<file path="src/design/saws_pkg.sv">
// shared types and constants for the self-avoiding walk step block
`default_nettype none
package saws_pkg;

	localparam int GRID_SIDE_DEF  = 256;
	localparam int LIMIT_W        = 16;
	localparam int VISIT_W        = 17;
	localparam int POS_W          = 8;
	localparam logic [LIMIT_W-1:0] STEP_LIMIT_RST = 16'd1000;

	localparam logic [1:0] DIR_PX = 2'd0;
	localparam logic [1:0] DIR_PY = 2'd1;
	localparam logic [1:0] DIR_MX = 2'd2;
	localparam logic [1:0] DIR_MY = 2'd3;

	typedef enum logic [2:0] {
		ST_CLEAR,
		ST_IDLE,
		ST_TGT_RD,
		ST_TGT_CHK,
		ST_NB_RD,
		ST_NB_LAST,
		ST_FINISH
	} state_t;

	typedef struct packed {
		logic       clear_en;
		logic       accept;
		logic       tgt_issue;
		logic       tgt_eval;
		logic       nb_issue;
		logic [1:0] nb_idx;
		logic       finish;
	} cmd_t;

	typedef struct packed {
		logic clear_done;
		logic over;
	} sts_t;

endpackage
`default_nettype wire

</file>
<file path="src/design/saws_ctrl.sv">
// controller state machine sequencing map reads and writes for one item
`default_nettype none
module saws_ctrl (
	input  wire logic           clk,
	input  wire logic           arst_n,
	input  wire logic           start,
	output logic                busy,
	input  wire saws_pkg::sts_t sts,
	output saws_pkg::cmd_t      cmd
);
	import saws_pkg::*;

	state_t     state_q, state_next;
	logic [1:0] nb_cnt_q;

	always_ff @(posedge clk or negedge arst_n) begin
		if (!arst_n) begin
			state_q  <= ST_CLEAR;
			nb_cnt_q <= 2'd0;
		end else begin
			state_q <= state_next;
			if (state_q == ST_NB_RD) begin
				nb_cnt_q <= nb_cnt_q + 2'd1;
			end else begin
				nb_cnt_q <= 2'd0;
			end
		end
	end

	always_comb begin
		state_next = state_q;
		unique case (state_q)
			ST_CLEAR: begin
				if (sts.clear_done) state_next = ST_IDLE;
			end
			ST_IDLE: begin
				if (start) state_next = ST_TGT_RD;
			end
			ST_TGT_RD: begin
				state_next = sts.over ? ST_NB_RD : ST_TGT_CHK;
			end
			ST_TGT_CHK: begin
				state_next = ST_NB_RD;
			end
			ST_NB_RD: begin
				if (nb_cnt_q == 2'd3) state_next = ST_NB_LAST;
			end
			ST_NB_LAST: begin
				state_next = ST_FINISH;
			end
			ST_FINISH: begin
				state_next = ST_IDLE;
			end
			default: begin
				state_next = ST_IDLE;
			end
		endcase
	end

	always_comb begin
		cmd           = '0;
		busy          = 1'b1;
		cmd.nb_idx    = nb_cnt_q;
		unique case (state_q)
			ST_CLEAR:   cmd.clear_en = 1'b1;
			ST_IDLE: begin
				busy       = 1'b0;
				cmd.accept = start;
			end
			ST_TGT_RD:  cmd.tgt_issue = !sts.over;
			ST_TGT_CHK: cmd.tgt_eval = 1'b1;
			ST_NB_RD:   cmd.nb_issue = 1'b1;
			ST_NB_LAST: cmd.finish = 1'b0;
			ST_FINISH:  cmd.finish = 1'b1;
			default:    busy = 1'b1;
		endcase
	end

endmodule
`default_nettype wire

</file>
<file path="config.mk">
export PLATFORM = sky130hd
export DESIGN_NAME = saws_ctrl
export DESIGN_NICKNAME = d
export VERILOG_FILES = /design/src/design/saws_pkg.sv /design/src/design/saws_ctrl.sv
export SDC_FILE = /design/constraint.sdc
export NUM_CORES = 1
export LEC_CHECK = 0
export BUFFER_PORTS_ARGS = -buffer_cell sky130_fd_sc_hd__clkbuf_2
export CAP_MARGIN = 5
export CORE_AREA = 5 5 42 44
export CTS_CLUSTER_SIZE = 30
export DETAILED_ROUTE_END_ITERATION = 10
export DIE_AREA = 0 0 47 49
export PLACE_DENSITY_LB_ADDON = 0.1
export RECOVER_POWER = 100
export SKIP_CTS_REPAIR_TIMING = 1
export SYNTH_ARGS = -nofsm -noshare
export SYNTH_HDL_FRONTEND = slang
export SYNTH_SLANG_ARGS = --single-unit
export TNS_END_PERCENT = 100
</file>
<file path="constraint.sdc">
create_clock -name clk -period 1.3 [get_ports clk]
set_input_delay 0.13 -clock clk [delete_from_list [all_inputs] [get_ports clk]]
set_output_delay 0.13 -clock clk [all_outputs]
set_load 0.1 [all_outputs]
</file>
Yosys cells after proc, flatten, opt, wreduce, memory -nomap -nowiden
Index checks and enable logic that the tools add are counted.

Register bits after elaboration: 5. Word-level logic and storage cells: 29.

Multiplexer cells: 13. Reduce and logical (&&, ||, !) cells: 3. Add/subtract/negate cells: 1. Equal/unequal tests: 10.

Operator list (number): $pmux 3 s6 (1); $mux 3 (4); $eq 3x3->1 const B (3); $mux 1 (7); $eq 3x2->1 const B (2); $ne 2x2->1 const B (2); $eq 3x1->1 const B (1); $logic_not 3->1 (1); $reduce_and 3->1 (1); $add 2x1->2 const B (1); $eq 2x2->1 const B (1); $mux 2 (1); $ne 2x1->1 const B (1); $logic_not 1->1 (1).

Longest topological paths before layout
Word-level depth: 3. Depth in mapped cells: 4.

Worst setup path after synthesis
Ideal clock, no wire load.

Kind: reg-to-reg. From: reg state_q[0]. To: reg nb_cnt_q[1]. Required time: 1223 ps. Library setup time: 77 ps. Period minus slack after synthesis: 2962 ps. Path buffers: 1. Setup slack: -1662 ps. Data arrival time: 2885 ps. Stages on the path, launching flop included: 4. Cells stage by stage: dfrtp_1 > buf_2 > nor3_1 > and2_1.

Word-level cells in the longest chain between the ends: 2.

RTL lines: from (decl) (RTL line saws_ctrl.sv:13) `state_t state_q, state_next;`; from (signal assigned) (RTL line saws_ctrl.sv:21) `state_q <= state_next;`; $eq 3x3->1 (RTL line saws_ctrl.sv:22) `if (state_q == ST_NB_RD) begin`; $mux 2 (RTL line saws_ctrl.sv:22); to (signal assigned) (RTL line saws_ctrl.sv:23) `nb_cnt_q <= nb_cnt_q + 2'd1;`; to (decl) (RTL line saws_ctrl.sv:14) `logic [1:0] nb_cnt_q;`.

No other way between the ends. A chain may end at the register's enable or synchronous reset.

==> results.cfg <==
[floorplan]
die_y_um = 49
die-area_sq_um = 2300
rows = 14
core_area_sq_um = 1400
dieWidth_um = 47
initial_core_util_pct = 18.7
io_pins = 14

[synth]
synthTopCellsByArea = dfrtp_1 (48%), o21ai_0 (5.7%), and2_1 (4.8%), ha_1 (4.8%), nor3b_2 (4.8%)
synth_compound_area_share_pct = 9.57
yosys_warnings = 0
yosysSeqAreaShare_pct = 47.8
synth.avg_cell_area_sq_um = 10.5
synth_commonest_cells = dfrtp_1 (5), o21ai_0 (3), and2_1 (2), nor3_1 (2)
async_flop_share_pct = 100
synth.top_cell.area_share_pct = 47.8
synth_ff_type = dfrtp_1
synth-adder-area-share_pct = 4.78
syn_inst = 25
syn_nets = 31
synth_top_area_cell = dfrtp_1
yosysMostFrequentCell = dfrtp_1
synth-xor-area-share_pct = 0
synth-simple-area-share_pct = 30.1
synth_top_family_by_area = simple AND/OR/NAND/NOR gates
syn_area_sq_um = 262
synthMuxAreaShare_pct = 4.31
synth-edff-count = 0
ys_types = 17
synth-seq-cells = 5

[critical_path]
reg2reg_depth = 3
cpMaxStageDelayCell = dfrtp_1
path_cells = and2b_1 -> nor3b_4 -> buf_12
critPathLaunchType = flop
rrSetupSlack_ps = -50
worstSetupPathType = flop to primary output
cp_max_fo = 4
slowest_delay_ps = 410
r2r-start = nb_cnt_q[0]
timing.rr.end = state_q[0]
crit_arrival_ps = 1340
end_kind = primary output
required_ps = 1170

[outcome]
violations = setup timing
status = finished with violations

[route]
firstDrtPassIters = 2
routed_wl_um = 862
vias = 298
via_per_inst = 4.32
antenna_left = 0
drc = 0
wl_per_cell_um = 12.5
drtIter0Drc = 3

[placement]
place_ws_ps = -42.7
place_congestion = 0.724
dp_hpwl_um = 687
port-buffer-count = 13
dp.cells = 60

[hold_path]
whs_endpoint = state_q[1]
hold_depth = 3
hold_path_class = primary input to flop
worstHoldStart = start

[sta]
period_share_pct = 113
finalSetupViolCount = 8
slew_viol_final = 0
whs_ps = 230
fin_ws_ps = -174
fmax_mhz = 678
grt_setup_unrepaired = true
finClkSkew_ps = 1.45
final_hold_viol_count = 0
relSlewSlack_pct = 81.0
period_needed_ps = 1470
worst_slew_pin_slew_ps = 282

[final_layout]
fin_cells = 69
syn2layout_area_growth_pct = 162
nets = 60
drive_gt1_share_pct = 75.5
fillerInstances = 143
antenna_cells = 0

[global_route]
grt_start_max_net_pins = 9
track_usage_pct = 8.07
antenna_found_initial = 0
grt_pass1_wl_um = 1300
grt_pass1_vias = 318
grt_overflow = 0

[clock_network]
cts_buffer_depth = 2
numCtsBuffers = 3
clkSinkCount = 5
root_buffer = clkbuf_4
cts_tree = yes
path_clk_slew_ps = 40
clk_latency_ps = 240
cts.htree.levels = 1

[flow_run]
maxCapViolCount = 0
per-layer routing:
layer / global-route usage (%) / wire length (um) / up-vias / part of all wire (%)
met5: 0 / 0 / - / 0
met4: 8.29 / 14 / 0 / 1.6
met3: 1.11 / 43 / 2 / 5.0
met2: 13.6 / 513 / 9 / 60
met1: 7.38 / 291 / 143 / 34
li1: - / - / 144 / -
metrics by stage:
| stage | util [%] | area [sq um] | setup TNS (ps) |
|---|---|---|---|
| 2_1_floorplan | - | 332 | -1890 |
| 3_3_place_gp | 42.8 | 599 | -0.885 |
| 3_5_place_dp | 42.8 | 599 | -42.7 |
| 4_1_cts | 44.6 | 626 | -882 |
| 5_1_grt | 48.8 | 684 | -1100 |
| 6_report | 48.8 | 684 | -704 |
final cells by class:
| class | instances | area [sq um] | area share (%) |
|---|---|---|---|
| clock buffer | 4 | 26.3 | 3.84 |
| timing repair buffer | 25 | 307 | 44.8 |
| sequential | 5 | 135 | 19.7 |
| multi-input combinational | 18 | 193 | 28.2 |
| inverter | 1 | 3.75 | 0.548 |
| tap | 16 | 20.0 | 2.93 |
how the worst max path moves through the flow:
stage | end | startpoint | depth (start not counted) | slack [ps]
5_1_grt | cmd[5] | state_q[2] | 3 | -240
6_report | cmd[5] | state_q[2] | 3 | -170
3_3_place_gp | state_q[0] | nb_cnt_q[1] | 3 | -0.9
4_1_cts | cmd[5] | state_q[2] | 3 | -200
3_5_place_dp | state_q[0] | nb_cnt_q[1] | 3 | -40
2_1_floorplan | state_q[1] | state_q[2] | 3 | -470
cell families after synthesis:
kind of cell	after synthesis
AO/OA/AOI/OAI	4
adder cells (fa/ha/maj)	1
buffers and inverters	2
flip-flops	5
multiplexers	1
AND/OR/NAND/NOR	12
registers in the layout (all words and copies together) (netlist names):
name	cells
nb_cnt_q	2
state_q	3
critical path, delay by kind of cell, from the launching register on:
family | cells | cell delay, ps
buffers and inverters | 1 | 210
and+or+nand+nor | 2 | 480
DFF | 1 | 410
layout by cell type (no fill, tap or decap), types with 2 or more instances in the layout:
cell | synthesis | routed
buf_12 | 0 | 9
buf_4 | 0 | 7
buf_6 | 0 | 4
o21ai_0 | 3 | 3
clkbuf_4 | 0 | 3
clkbuf_2 | 0 | 3
nor3_4 | 0 | 2
nor3b_4 | 0 | 2
clkbuf_1 | 0 | 2
dfrtp_4 | 0 | 2
dfrtp_2 | 0 | 2
Power is not shown: default switching activity piles up to over one toggle a cycle in this logic, so the estimate is an artifact.
